File: src/hdl/piecewise_linear_keyframe_interp_defines.svh
// assertion helpers for the interpolator rtl
`ifndef PIECEWISE_LINEAR_KEYFRAME_INTERP_DEFINES_SVH
`define PIECEWISE_LINEAR_KEYFRAME_INTERP_DEFINES_SVH

// same-cycle implication, clocked on clk_i, off during reset
`define PLKI_ASSERT_NOW(lbl, ante, cons, msg) \
  lbl: assert property (@(posedge clk_i) disable iff (!rst_ni) (ante) |-> (cons)) \
    else $error(msg);

// next-cycle implication, clocked on clk_i, off during reset
`define PLKI_ASSERT_NEXT(lbl, ante, cons, msg) \
  lbl: assert property (@(posedge clk_i) disable iff (!rst_ni) (ante) |=> (cons)) \
    else $error(msg);

`endif

File: src/hdl/plki_pkg.sv
package plki_pkg;

  localparam int MAX_KEYFRAMES_DEF = 16;
  localparam int RATIO_BITS = 17;
  localparam logic [RATIO_BITS-1:0] RATIO_ONE = 17'h10000;

  localparam logic MODE_WRITE = 1'b0;
  localparam logic MODE_QUERY = 1'b1;

  localparam logic [1:0] SRC_DEFAULT = 2'd0;
  localparam logic [1:0] SRC_FOUND   = 2'd1;
  localparam logic [1:0] SRC_BEYOND  = 2'd2;

  localparam logic REG_COUNT   = 1'b0;
  localparam logic REG_DEFAULT = 1'b1;

  // everything that rides alongside the ratio through the divider
  typedef struct packed {
    logic        interp;
    logic        use_ratio;
    logic [1:0]  src;
    logic [31:0] val;
    logic [31:0] ga;
    logic [31:0] gb;
  } div_side_t;

endpackage

File: src/hdl/plki_blend.sv
module plki_blend (
  input  logic                  clk_i,
  input  logic                  rst_ni,
  input  logic                  en_i,
  input  logic                  valid_i,
  input  logic [plki_pkg::RATIO_BITS-1:0] ratio_i,
  input  plki_pkg::div_side_t   side_i,
  output logic                  valid_o,
  output logic [31:0]           value_o,
  output logic [1:0]            source_o
);

  logic [plki_pkg::RATIO_BITS-1:0] ratio_eff;
  logic signed [32:0] diff;
  logic signed [50:0] prod_d;
  logic signed [50:0] prod_q;
  logic               v_q;
  logic               interp_q;
  logic [1:0]         src_q;
  logic [31:0]        val_q;
  logic [31:0]        ga_q;
  logic signed [51:0] acc;
  logic               out_v_q;
  logic [31:0]        out_val_q;
  logic [1:0]         out_src_q;

  // a + r*(b-a) equals (1-r)*a + r*b
  always_comb begin
    ratio_eff = side_i.use_ratio ? ratio_i : '0;
    diff      = $signed({side_i.gb[31], side_i.gb}) - $signed({side_i.ga[31], side_i.ga});
    prod_d    = diff * $signed({1'b0, ratio_eff});
  end

  // add half an lsb, then arithmetic shift gives round half up
  assign acc = $signed({{4{ga_q[31]}}, ga_q, 16'h0000}) + $signed({prod_q[50], prod_q})
               + 52'sd32768;

  always_ff @(posedge clk_i or negedge rst_ni) begin
    if (!rst_ni) begin
      v_q     <= 1'b0;
      out_v_q <= 1'b0;
    end else if (en_i) begin
      v_q     <= valid_i;
      out_v_q <= v_q;
    end
  end

  always_ff @(posedge clk_i) begin
    if (en_i) begin
      prod_q    <= prod_d;
      interp_q  <= side_i.interp;
      src_q     <= side_i.src;
      val_q     <= side_i.val;
      ga_q      <= side_i.ga;
      out_val_q <= interp_q ? acc[47:16] : val_q;
      out_src_q <= src_q;
    end
  end

  assign valid_o  = out_v_q;
  assign value_o  = out_val_q;
  assign source_o = out_src_q;

endmodule
File: config.mk
export PLATFORM = sky130hd
export DESIGN_NAME = plki_blend
export DESIGN_NICKNAME = d
export VERILOG_FILES = /design/src/hdl/piecewise_linear_keyframe_interp_defines.svh /design/src/hdl/plki_pkg.sv /design/src/hdl/plki_blend.sv
export SDC_FILE = /design/constraint.sdc
export NUM_CORES = 2
export LEC_CHECK = 0
export BUFFER_PORTS_ARGS = -buffer_cell sky130_fd_sc_hd__buf_4
export CELL_PAD_IN_SITES_DETAIL_PLACEMENT = 1
export CELL_PAD_IN_SITES_GLOBAL_PLACEMENT = 2
export CORE_UTILIZATION = 44
export CTS_CLUSTER_SIZE = 12
export DETAILED_ROUTE_END_ITERATION = 8
export GPL_ROUTABILITY_DRIVEN = 0
export PLACE_DENSITY_LB_ADDON = 0.1
export SYNTH_ARGS = -nofsm -noshare
export SYNTH_HDL_FRONTEND = slang
export SYNTH_SLANG_ARGS = --single-unit
File: constraint.sdc
create_clock -name clk_i -period 4.86 [get_ports clk_i]
set_input_delay 0.972 -clock clk_i [delete_from_list [all_inputs] [get_ports clk_i]]
set_output_delay 0.972 -clock clk_i [all_outputs]
set_load 0.1 [all_outputs]
## After elaboration in Yosys (flattened, before gate mapping)

Index checks and enable logic that the tools add are counted.

- Register bits after elaboration: 151
- Input bits: 121
- Output and inout bits: 35
- Logic and storage cells: 15

- Add/subtract/negate cells: 3
- Multipliers: 1
- Mux-type cells: 2

Operators with widths:

| operator | number |
|---|---|
| 48-bit by 17-bit adder with 48-bit output (second input constant) | 1 |
| 48-bit adder | 1 |
| 33-bit by 18-bit multiplier with 48-bit output | 1 |
| 32-bit by 32-bit subtractor with 33-bit output | 1 |
| 32-bit 2-to-1 mux | 1 |
| 17-bit 2-to-1 mux | 1 |

## Longest topological paths before layout

- Depth in word-level cells: 3
- Mapped depth: 37
- Mapped depth without buffers: 36

## Least setup slack after synthesis

Ideal clock, no wire load.

- Path kind: input to register
- Start point: in side_i[48] in the netlist's numbering
- End point: reg prod_q[47], data pin
- Setup time: 0.258 ns
- Arrival time: 8.781 ns
- Required time: 4.602 ns
- Setup slack: -4.179 ns
- Stages on the path: 35
- Buffers on the path: 2
- Path through: inv_1 ha_1 a21oi_2 o21ai_1 a311oi_2 o21bai_1 a2111o_1 o221a_4 and3_4 or2_4 xnor2_2 buf_4 nor2_1 fa_1 inv_1 fa_1 fa_1 inv_1 fa_1 fa_1 inv_1 fa_1 inv_1 ha_1 clkbuf_1 a21oi_1 o21ai_1 nor2_1 or4b_1 o31ai_1 o211a_1 o21a_1 nor2_1 xnor3_1 xnor2_1

- Longest elaborated chain between the ends: 2

Ends and longest elaborated chain:

| element | line | RTL |
|---|---|---|
| start: declaration | plki_blend.sv:7 | `input plki_pkg::div_side_t side_i,` |
| 32-bit by 32-bit subtractor with 33-bit output | plki_blend.sv:30 | `diff = $signed({side_i.gb[31], side_i.gb}) - $signed({side_i.ga[31], side_i.ga});` |
| 33-bit by 18-bit multiplier with 48-bit output | plki_blend.sv:31 | `prod_d = diff * $signed({1'b0, ratio_eff});` |
| via prod_d[47] | plki_blend.sv:15 | `logic signed [50:0] prod_d;` |
| end signal: assignment | plki_blend.sv:50 | `prod_q <= prod_d;` |
| end: declaration | plki_blend.sv:16 | `logic signed [50:0] prod_q;` |

The timed path passes the listed nets, and every way through them passes these cells.
A chain may end at the register's enable or synchronous reset.

## Worst setup path in the final report

- Start point: in side_i[1] in the netlist's numbering
- End point: reg prod_q[47], data pin

Same word-level chain as after synthesis.

==> flow_summary.ini <==
[critical_path]
ff2ff_setup_slack_ns = 0.99
slowest_stage = fa_1
path_common_cell = fa_1
criticalPathCategory = primary input to flop
startpoint_type = primary input
cp.required_ns = 5.05
cp-end-kind = flop
slowest_delay_ns = 0.54
cp_max_fo = 8
cp.arrival_ns = 9.27

[synthesis]
yosysTopAreaCell = fa_1
yosysMostFrequentCell = inv_1
ys_ff_latch = 136
yosysWarnings = 0
synthTopCellsByArea = fa_1 40%, edfxtp_1 15%, inv_1 9.5%
synth_top_area_share_pct = 39.57
ys.flop_type = edfxtp_1
synth.distinct_cells = 78
synthTopCellsByCount = 664 x inv_1, 516 x fa_1, 337 x nor2_1, 306 x nand2_1, 173 x ha_1
syn_inst = 2823
synth_area_mm2 = 0.02610
synthArstFlopShare_pct = 1.471
yosysSeqAreaShare_pct = 15.61
syn_area_per_cell_um2 = 9.247
synth-edff-count = 134
synth_nets = 3633

[status]
violations = negative setup slack
outcome = finished with violations

[die]
fp.dieArea_mm2 = 0.06030
core_mm2 = 0.05814
die_w_um = 245.6
num_rows = 88
initial_core_util_pct = 44.90
io_pins = 156
fp.dieH_um = 245.6

[worst_hold_path]
hp-class = primary input to async pin

[sta]
setup_viol = 33
slew-limit-headroom_pct = 44.07
fmax_ghz = 0.1101
hold_violations = 0
final.setup.tns_ns = -127.04
fin_worst_skew_ns = 0.01768
drv_slew = 0
tightestPinTransition_ns = 0.8389
rsz0062_at_grt = true
fin_crit_ns = 9.079
layout_setup_ws_ns = -4.219
finalCritPeriodShare_pct = 186.8

[global_route]
grt_pass1_wl_mm = 145.7
grt_remaining_overflow = 0
antenna_found_initial = 0
grt_usage_pct = 31.92
grt_pass1_vias = 25920
grt_max_degree = 88

[placed_design]
dp_worst_setup_slack_ns = -5.014
hpwl_mm = 77.88
numPortBuffers = 155

[cts]
cts_max_level = 4
cts_tree = built
cts_made_buffers = 17
clkTransAtPathRegs_ns = 0.07
root_buffer = clkbuf_16
clkLatencyLatePin_ns = 0.45
postCtsHoldBufs = 0
clock-sinks = 136
clk_path_buf_depth = 2

[cells_and_area]
layout-drive-gt1-share_pct = 30.46
fin_nets = 4306
num_antenna_cells = 0
area_growth_pct = 34.47

[route]
drc = 0
drt_wl_total_mm = 95.89
ant_nets = 0
drtIter0Drc = 1248
via_count = 22530
first_pass_iters = 5
post_drt_wl_per_cell_um = 22.44
via_per_inst = 5.272

[run]
max_cap_viol_count = 0
[path summary, 6_finish.rpt]
kind / from / end / depth (start not counted)
worst max-delay path: side_i[1] / prod_q[47] / 38
worst min-delay path: rst_ni / v_q / 1
worst max register to register: prod_q[17] / value_o[27] / 12
worst min register to register: src_q[1] / source_o[1] / 0
max in group asynchronous: rst_ni / valid_o / 1
min in group clk_i: src_q[1] / source_o[1] / 0
[critical path: cells and delay by family]
kind / cells / cell delay (ns)
compound gates: 11 / 2.54
simple gates: 5 / 0.54
xor+xnor: 3 / 0.59
fa+ha+maj: 8 / 3.41
buf+inv: 11 / 1.21
[sequential cells by signal (all words and copies together), names as in the netlist]
| register | flops |
|---|---|
| prod_q | 33 |
| ga_q | 32 |
| val_q | 32 |
| value_o | 32 |
| source_o | 2 |
| src_q | 2 |
| interp_q | 1 |
| v_q | 1 |
| valid_o | 1 |
[logic make-up after synthesis]
logic type	share of synthesized area, %
buffers and inverters	11.05
adder cells (fa/ha/maj)	47.86
AO/OA/AOI/OAI	7.176
XOR/XNOR	3.561
AND/OR/NAND/NOR	13.80
multiplexers	0.9395
flip-flops	15.61
[repair_timing]
action / 4_1_cts / 5_1_grt
pin swaps: 93 / 87
resized for setup: 198 / 90
gates cloned: 1 / 1
buffers inserted: 54 / 37
setup endpoints to repair: 33 / 33
[cells in the final DEF (no fill, tap or decap), types with 7 or more instances in the layout]
master,count
inv_2,30
nand2b_1,24
a21oi_1,55
xor2_1,21
o21ai_2,15
ha_1,141
nand4_1,8
buf_6,57
o21ai_0,32
xnor2_2,10
mux2_2,20
buf_4,658
clkbuf_16,18
a21oi_4,8
nor3b_1,10
ha_4,31
fa_1,490
nor3_1,17
fa_2,26
nand2_2,12
nand3_1,24
nor2_1,317
nor2_2,11
nand2_1,293
buf_12,35
nor2_4,9
a21o_1,46
edfxtp_1,134
o21a_1,21
o211ai_1,10
xor2_2,10
or3_1,7
nor2b_1,10
inv_1,629
a21oi_2,11
and2_1,27
xnor2_1,58
[layer usage]
metal	global-route usage, %	vias up	wire length [µm]
met3	2.990	195	4696
met1	41.39	11720	40100
met2	55.20	706	47180
met4	12.00	0	3913
met5	0	-	0
li1	-	9912	-
[stage by stage]
| step | hold slack (ns) | cell area, µm² | cells | utilization, % |
|---|---|---|---|---|
| after floorplan | 0.4003 | 26710 | 2823 | - |
| after global placement | 0.4093 | 32700 | 4162 | 56.25 |
| after detailed placement | 0.4168 | 32700 | 4162 | 56.25 |
| after CTS | 0.2854 | 34510 | 4245 | 59.35 |
| after global routing | 0.2887 | 35100 | 4274 | 60.38 |
| final | 0.2977 | 35100 | 4274 | 60.38 |
[final cells by class]
class,instances,area (µm²)
multi-input cells,1923,20640
repair buffers,753,6350
clock buffers,18,429.2
well taps,765,957.2
flip-flops and latches,136,4074
fillers,6480,23030
inverters,665,2524
clock inverters,14,132.6
Power is not shown: default switching activity piles up to over one toggle a cycle in this logic, so the estimate is an artifact.
