File: src/hdl/piecewise_linear_keyframe_interp_defines.svh
// assertion helpers for the interpolator rtl
`ifndef PIECEWISE_LINEAR_KEYFRAME_INTERP_DEFINES_SVH
`define PIECEWISE_LINEAR_KEYFRAME_INTERP_DEFINES_SVH

// same-cycle implication, clocked on clk_i, off during reset
`define PLKI_ASSERT_NOW(lbl, ante, cons, msg) \
  lbl: assert property (@(posedge clk_i) disable iff (!rst_ni) (ante) |-> (cons)) \
    else $error(msg);

// next-cycle implication, clocked on clk_i, off during reset
`define PLKI_ASSERT_NEXT(lbl, ante, cons, msg) \
  lbl: assert property (@(posedge clk_i) disable iff (!rst_ni) (ante) |=> (cons)) \
    else $error(msg);

`endif

File: src/hdl/plki_pkg.sv
package plki_pkg;

  localparam int MAX_KEYFRAMES_DEF = 16;
  localparam int RATIO_BITS = 17;
  localparam logic [RATIO_BITS-1:0] RATIO_ONE = 17'h10000;

  localparam logic MODE_WRITE = 1'b0;
  localparam logic MODE_QUERY = 1'b1;

  localparam logic [1:0] SRC_DEFAULT = 2'd0;
  localparam logic [1:0] SRC_FOUND   = 2'd1;
  localparam logic [1:0] SRC_BEYOND  = 2'd2;

  localparam logic REG_COUNT   = 1'b0;
  localparam logic REG_DEFAULT = 1'b1;

  // everything that rides alongside the ratio through the divider
  typedef struct packed {
    logic        interp;
    logic        use_ratio;
    logic [1:0]  src;
    logic [31:0] val;
    logic [31:0] ga;
    logic [31:0] gb;
  } div_side_t;

endpackage

File: src/hdl/plki_div.sv
module plki_div (
  input  logic                  clk_i,
  input  logic                  rst_ni,
  input  logic                  en_i,
  input  logic                  valid_i,
  input  logic [31:0]           num_i,
  input  logic [31:0]           den_i,
  input  plki_pkg::div_side_t   side_i,
  output logic                  valid_o,
  output logic [plki_pkg::RATIO_BITS-1:0] ratio_o,
  output plki_pkg::div_side_t   side_o
);

  localparam int Steps = plki_pkg::RATIO_BITS;

  logic                v_q    [Steps];
  logic [31:0]         rem_q  [Steps];
  logic [Steps-1:0]    quo_q  [Steps];
  logic [31:0]         den_q  [Steps];
  logic                ovf_q  [Steps];
  plki_pkg::div_side_t side_q [Steps];

  // one quotient bit per stage, msb first
  for (genvar j = 0; j < Steps; j++) begin : g_step
    logic                v_in;
    logic [31:0]         rem_in;
    logic [Steps-1:0]    quo_in;
    logic [31:0]         den_in;
    logic                ovf_in;
    logic                bit_in;
    plki_pkg::div_side_t side_in;
    logic [32:0]         shifted;
    logic                ge;
    logic [31:0]         rem_d;
    logic [Steps-1:0]    quo_d;

    if (j == 0) begin : g_first
      // quotient above 17 bits exactly when num >= 2*den
      assign v_in    = valid_i;
      assign rem_in  = {1'b0, num_i[31:1]};
      assign quo_in  = '0;
      assign den_in  = den_i;
      assign ovf_in  = {1'b0, num_i} >= {den_i, 1'b0};
      assign bit_in  = num_i[0];
      assign side_in = side_i;
    end else begin : g_rest
      assign v_in    = v_q[j-1];
      assign rem_in  = rem_q[j-1];
      assign quo_in  = quo_q[j-1];
      assign den_in  = den_q[j-1];
      assign ovf_in  = ovf_q[j-1];
      assign bit_in  = 1'b0;
      assign side_in = side_q[j-1];
    end

    always_comb begin
      shifted = {rem_in, bit_in};
      ge      = shifted >= {1'b0, den_in};
      rem_d   = ge ? 32'(shifted - {1'b0, den_in}) : shifted[31:0];
      quo_d   = quo_in;
      quo_d[Steps-1-j] = ge;
    end

    always_ff @(posedge clk_i or negedge rst_ni) begin
      if (!rst_ni) begin
        v_q[j] <= 1'b0;
      end else if (en_i) begin
        v_q[j] <= v_in;
      end
    end

    always_ff @(posedge clk_i) begin
      if (en_i) begin
        rem_q[j]  <= rem_d;
        quo_q[j]  <= quo_d;
        den_q[j]  <= den_in;
        ovf_q[j]  <= ovf_in;
        side_q[j] <= side_in;
      end
    end
  end

  assign valid_o = v_q[Steps-1];
  assign ratio_o = ovf_q[Steps-1] ? plki_pkg::RATIO_ONE : quo_q[Steps-1];
  assign side_o  = side_q[Steps-1];

endmodule

File: config.mk
export PLATFORM = sky130hd
export DESIGN_NAME = plki_div
export DESIGN_NICKNAME = d
export VERILOG_FILES = /design/src/hdl/piecewise_linear_keyframe_interp_defines.svh /design/src/hdl/plki_pkg.sv /design/src/hdl/plki_div.sv
export SDC_FILE = /design/constraint.sdc
export NUM_CORES = 2
export LEC_CHECK = 0
export BUFFER_PORTS_ARGS = -buffer_cell sky130_fd_sc_hd__buf_2
export CAP_MARGIN = 20
export CORE_ASPECT_RATIO = 2
export CORE_MARGIN = 2
export CORE_UTILIZATION = 63
export CTS_CLUSTER_DIAMETER = 100
export DETAILED_ROUTE_END_ITERATION = 16
export PLACE_DENSITY_LB_ADDON = 0.25
export SKIP_CTS_REPAIR_TIMING = 1
export SLEW_MARGIN = 20
export SYNTH_ARGS = -nofsm -noshare
export SYNTH_HDL_FRONTEND = slang
export SYNTH_SLANG_ARGS = --single-unit
File: constraint.sdc
create_clock -name clk_i -period 4.5 [get_ports clk_i]
set_input_delay 0.45 -clock clk_i [delete_from_list [all_inputs] [get_ports clk_i]]
set_output_delay 0.45 -clock clk_i [all_outputs]
set_load 0.03 [all_outputs]
# After elaboration in Yosys (flattened, before gate mapping)

Memories as Yosys holds them, arrays and structs flattened.
Cells that the tools add are included.

Order comparisons: 18
Add/subtract/negate cells: 17
Multiplexer cells: 20

Operators with widths:

| cell           | count |
|---|---|
| $mux 32        | 17 |
| $sub 32x32->32 | 17 |
| $ge 33x32->1   | 16 |
| $ge 32x33->1   | 1 |
| $ge 32x32->1   | 1 |
| $mux 17        | 1 |
| $mux 1         | 2 |

Bits of input ports: 168
Logic and storage cells: 77
Memories kept: 5
Memory bits (writable): 3094
Register bits: 17
Output and inout bits: 118

Memory list:

| memory | words | bits a word | rd ports | clocked after memory_dff | wr ports | RTL line       | source |
|---|---|---|---|---|---|---|---|
| side_q | 17    | 100         | 17       | 0                        | 17       | plki_div.sv:21 | `plki_pkg::div_side_t side_q [Steps];` |
| den_q  | 17    | 32          | 16       | 0                        | 17       | plki_div.sv:19 | `logic [31:0] den_q [Steps];` |
| rem_q  | 17    | 32          | 16       | 0                        | 17       | plki_div.sv:17 | `logic [31:0] rem_q [Steps];` |
| quo_q  | 17    | 17          | 17       | 0                        | 17       | plki_div.sv:18 | `logic [Steps-1:0] quo_q [Steps];` |
| ovf_q  | 17    | 1           | 17       | 0                        | 17       | plki_div.sv:20 | `logic ovf_q [Steps];` |

# Logic depth before layout (Yosys ltp)

An unclocked memory read counts as a cell.

Depth after elaboration: 3
Gate-level depth with buffers: 15
Depth with buffers taken out: 13

# Least setup slack after synthesis

No wires, ideal clock.

Path type: reg2reg
Start: mem rem_q[3][13] (netlist: rem_q[0][109])
End: mem rem_q[4][3] (netlist: rem_q[0][131]), data pin
Path buffers: 2
Required time: 4.240 ns
Arrival: 3.039 ns
Library setup time: 0.260 ns
Stages on the path, launching flop included: 14
Path slack: 1.201 ns
Clock period less this slack: 3.299 ns
Path through: edfxtp_1 > ha_1 > buf_6 > a21o_1 > a21o_1 > a21o_1 > a21o_1 > a221oi_4 > nor2_1 > o311a_1 > o21ai_2 > nand3_2 > buf_6 > mux2_4

RTL lines:

| element         | RTL line |
|---|---|
| start, declared | plki_div.sv:17 |

==> qor.csv <==
stage,metric,value,unit
pwr,Pleak,53.4,nW
grt,pin count of the biggest net entering global routing,152,
logic_synthesis,"EDFF count, synth",2894,
floorplan,Initial Util,63.4,%
drt,WL met3,8000,um
grt,first-pass GRT wire length,403000,um
cells_and_area,final cell count without fillers,11600,
placed_design,port buffer count,285,
floorplan,die area,200000,um2
logic_synthesis,most common cell in the netlist,edfxtp_1,
timing,Slew headroom,28.8,%
cells_and_area,layout cells sized above 1,10.4,%
drt,number of DRC markers in iteration 0,4650,
clocking,clock sink total,2911,
logic_synthesis,Ys Warns,0,
placed_design,post-DP HPWL,183000,um
worst_setup_path,WS Path Type,flop to flop,
drt,DR DRC count,0,
timing,final hold violations,1,
worst_hold_path,hold crit path type,input pin to flop,
logic_synthesis,Post-synth top cells,"2894 x edfxtp_1, 658 x inv_1, 574 x ha_1, 564 x a21oi_1, 416 x nor2_1",
grt,total track usage,26.8,%
logic_synthesis,largest area contributor in the netlist,edfxtp_1,
timing,min Tclk post-route,4230,ps
floorplan,die height,630,um
drt,via count,68600,
timing,setup TNS after final layout,0,ps
logic_synthesis,syn_nets,8965,
clocking,CTS tree,built,
pwr,peak supply drop,0.000447,V
placed_design,Placer Congestion,0.992,
timing,worst clock skew,89.5,ps
logic_synthesis,sequential share of the synthesized area,70.8,%
logic_synthesis,"Distinct cells, synth",100,
drt,Avg Vias per Cell,5.91,
logic_synthesis,register bit total from synthesis,2911,
cells_and_area,synthesis-to-finish area growth,12.3,%
worst_setup_path,R2R Setup Slk,270,ps
worst_setup_path,Worst R2R Start,den_q[0][97],
timing,Hold Slack,-0.316,ps
run_status,status,finished with violations,
worst_setup_path,"slowest stage cell, crit path",o31ai_2,
clocking,worst-skew pair later-pin latency,910,ps
floorplan,Site Rows,229,
clocking,"Clk pin slew, worst setup/hold paths",70,ps
drt,antenna-violating nets left,0,
logic_synthesis,Synth area leaders,"edfxtp_1 70%, ha_1 5.8%, mux2_1 2.3%",
worst_setup_path,"critical path fanouts, max",32,
placed_design,dpl ws,379,ps
pwr,Clk pwr share,24.2,%
grt,vias in the first global route,72800,
worst_hold_path,WHS Endpoint,rem_q[0][17],
pwr,Combinational Power Share,33.4,%
clocking,TritonCTS Buffers,238,
floorplan,IO Pins,286,
clocking,CTS Buffer Depth,4,
timing,fmax,0.236,GHz
clocking,H-tree levels,4,
logic_synthesis,Synth async-reset ratio,0.584,%
pwr,Internal,59.3,mW
worst_setup_path,path depth of the worst reg2reg path,13,
drt,WL final,273000,um
logic_synthesis,Most used DFF post-synth,edfxtp_1,
pwr,total power,87.8,mW
pwr,Flop pwr share,42.5,%
logic_synthesis,top cell type's share of synthesized area,70.5,%
placed_design,Cells after DPL,11000,
drt,Avg WL per Cell,23.5,um
timing,Worst Slack Setup Final,266,ps
pwr,Switch Pwr,28.5,mW
clocking,Clock Tree Root,clkbuf_16,
worst_setup_path,crit-path cells,inv_1 > ha_1 > nor2b_1 > o31a_1 > o31ai_2 > a211oi_1 > a221oi_4 > nor2_1 > o311a_1 > o21ai_2 > nand3_2 > buf_12 > mux2_1,
timing,unrepaired setup endpoints after global routing,no,
cells_and_area,final net count,9632,
grt,gr ovfl total,0,
timing,Pins Over Slew Limit,0,
grt,antenna violations before repair,4,
worst_setup_path,WP data arrival,4850,ps
worst_setup_path,number of cells on the critical path,13,
drt,met2 WL,166000,um
logic_synthesis,Synth Area per Inst,15.0,um2
run_status,failing checks,hold timing,
cells_and_area,layout filler cell count,12100,
flow_run,maximum capacitance violations,0,
worst_setup_path,crit path buf inv count,2,
worst_setup_path,crit end category,flop,
worst_setup_path,Reg2Reg Capture Point,rem_q[0][130],
logic_synthesis,gate count of the mapped netlist,8207,
drt,M1 wire length,78500,um
floorplan,Core ar.,195000,um2
worst_hold_path,Hold Path Depth,3,
drt,top sig layer,met4,
logic_synthesis,"Cell Area, Synth",123000,um2
worst_setup_path,"CP delay by family, top",compound AO/OA/AOI/OAI gates,
worst_hold_path,HP Start,num_i[17],
timing,worst-margin pin slew,1060,ps
pwr,switch share,32.4,%
worst_setup_path,startpoint types,flop,
pwr,power per cell area,634,nW/um2
timing,Final Cycle Share,94.1,%
floorplan,Die Wd,317,um
drt,TritonRoute pass-1 iters,6,
worst_setup_path,data required time of the critical path,5110,ps
worst_setup_path,"slowest stage delay, CP",520,ps
timing,Final setup viols,0,
[worst reg2reg max path, cell delays in order, from the launching register on]
cell	delay, ps
edfxtp_1	450
inv_1	100
ha_1	250
nor2b_1	160
o31a_1	290
o31ai_2	520
a211oi_1	290
a221oi_4	390
nor2_1	180
o311a_1	410
o21ai_2	180
nand3_2	100
buf_12	220
mux2_1	440
[power groups by stage]
stage	registers [mW]	logic [mW]	clock network (mW)
4_1_cts	37.3	29.0	21.6
6_report	37.3	29.3	21.2
3_3_place_gp	37.5	27.9	0
5_1_grt	37.6	31.8	22.5
3_5_place_dp	37.7	28.5	0
2_1_floorplan	37.0	20.5	0
[final cells by class]
type	count	area (um2)	area share, %
Clock inverter	156	1680	1.22
Inverter	661	2480	1.79
Sequential cell	2911	87300	63.1
Timing Repair Buffer	611	4750	3.43
Tap cell	2541	3180	2.30
Antenna cell	6	15.0	0.0108
Multi-Input combinational cell	4451	32900	23.8
Clock buffer	268	6130	4.43
[kinds of logic (layout without fill, tap and decap cells)]
| group | after synthesis | after routing | share of synthesized area (%) |
|---|---|---|---|
| AO/OA/AOI/OAI | 1695 | 1695 | 8.80 |
| XOR/XNOR | 428 | 428 | 3.04 |
| adder cells (fa/ha/maj) | 590 | 590 | 6.08 |
| buffers and inverters | 845 | 1696 | 2.64 |
| flip-flops | 2911 | 2911 | 70.8 |
| multiplexers | 333 | 333 | 3.11 |
| other | 0 | 6 | 0 |
| AND/OR/NAND/NOR | 1405 | 1405 | 5.53 |
[layout by cell type, fill, tap and decap left out, drive strengths merged, types with 90 or more instances in the layout]
master / synthesis / layout
ha: 574 / 574
xor2: 154 / 154
dlygate4sd3: 0 / 156
a21oi: 567 / 567
nand3: 106 / 106
mux2: 315 / 315
nand4: 108 / 108
xnor2: 274 / 274
clkinv: 0 / 90
clkbuf: 136 / 268
buf: 48 / 455
nand2: 328 / 328
edfxtp: 2894 / 2894
inv: 661 / 672
nor2: 416 / 416
o21ai: 317 / 317
a21o: 309 / 309
nor2b: 112 / 112
[how the worst max path moves through the flow]
| stage | startpoint | to | slack (ps) |
|---|---|---|---|
| after detailed placement | rem_q[0][409] | rem_q[0][443] | 380 |
| after global placement | rem_q[0][409] | rem_q[0][443] | 390 |
| final | den_q[0][97] | rem_q[0][130] | 270 |
| after CTS | den_q[0][321] | rem_q[0][359] | 130 |
| after floorplan | rem_q[0][109] | rem_q[0][131] | 1200 |
| after global routing | den_q[0][321] | rem_q[0][364] | 140 |
[sequential cells by signal, summed over array words and instances (netlist names)]
signal	cells
den_q	512
g_step.v_in	16
valid_o	1
ovf_q	17
quo_q	153
rem_q	512
side_q	1700
[metrics by stage]
step / cell area, um2 / util [%]
after floorplan: 123000 / -
after global placement: 129000 / 66.3
after detailed placement: 129000 / 66.3
after CTS: 137000 / 70.4
after global routing: 138000 / 71.2
final: 138000 / 71.2
[per-layer routing]
metal  up-vias  GRT usage (%)
li1      32100              -
met1     33700           22.3
met2      1897           55.8
met3       824           2.58
met4         0           18.5
met5         -              0
No activity file was read; power rests on OpenSTA's default activity.
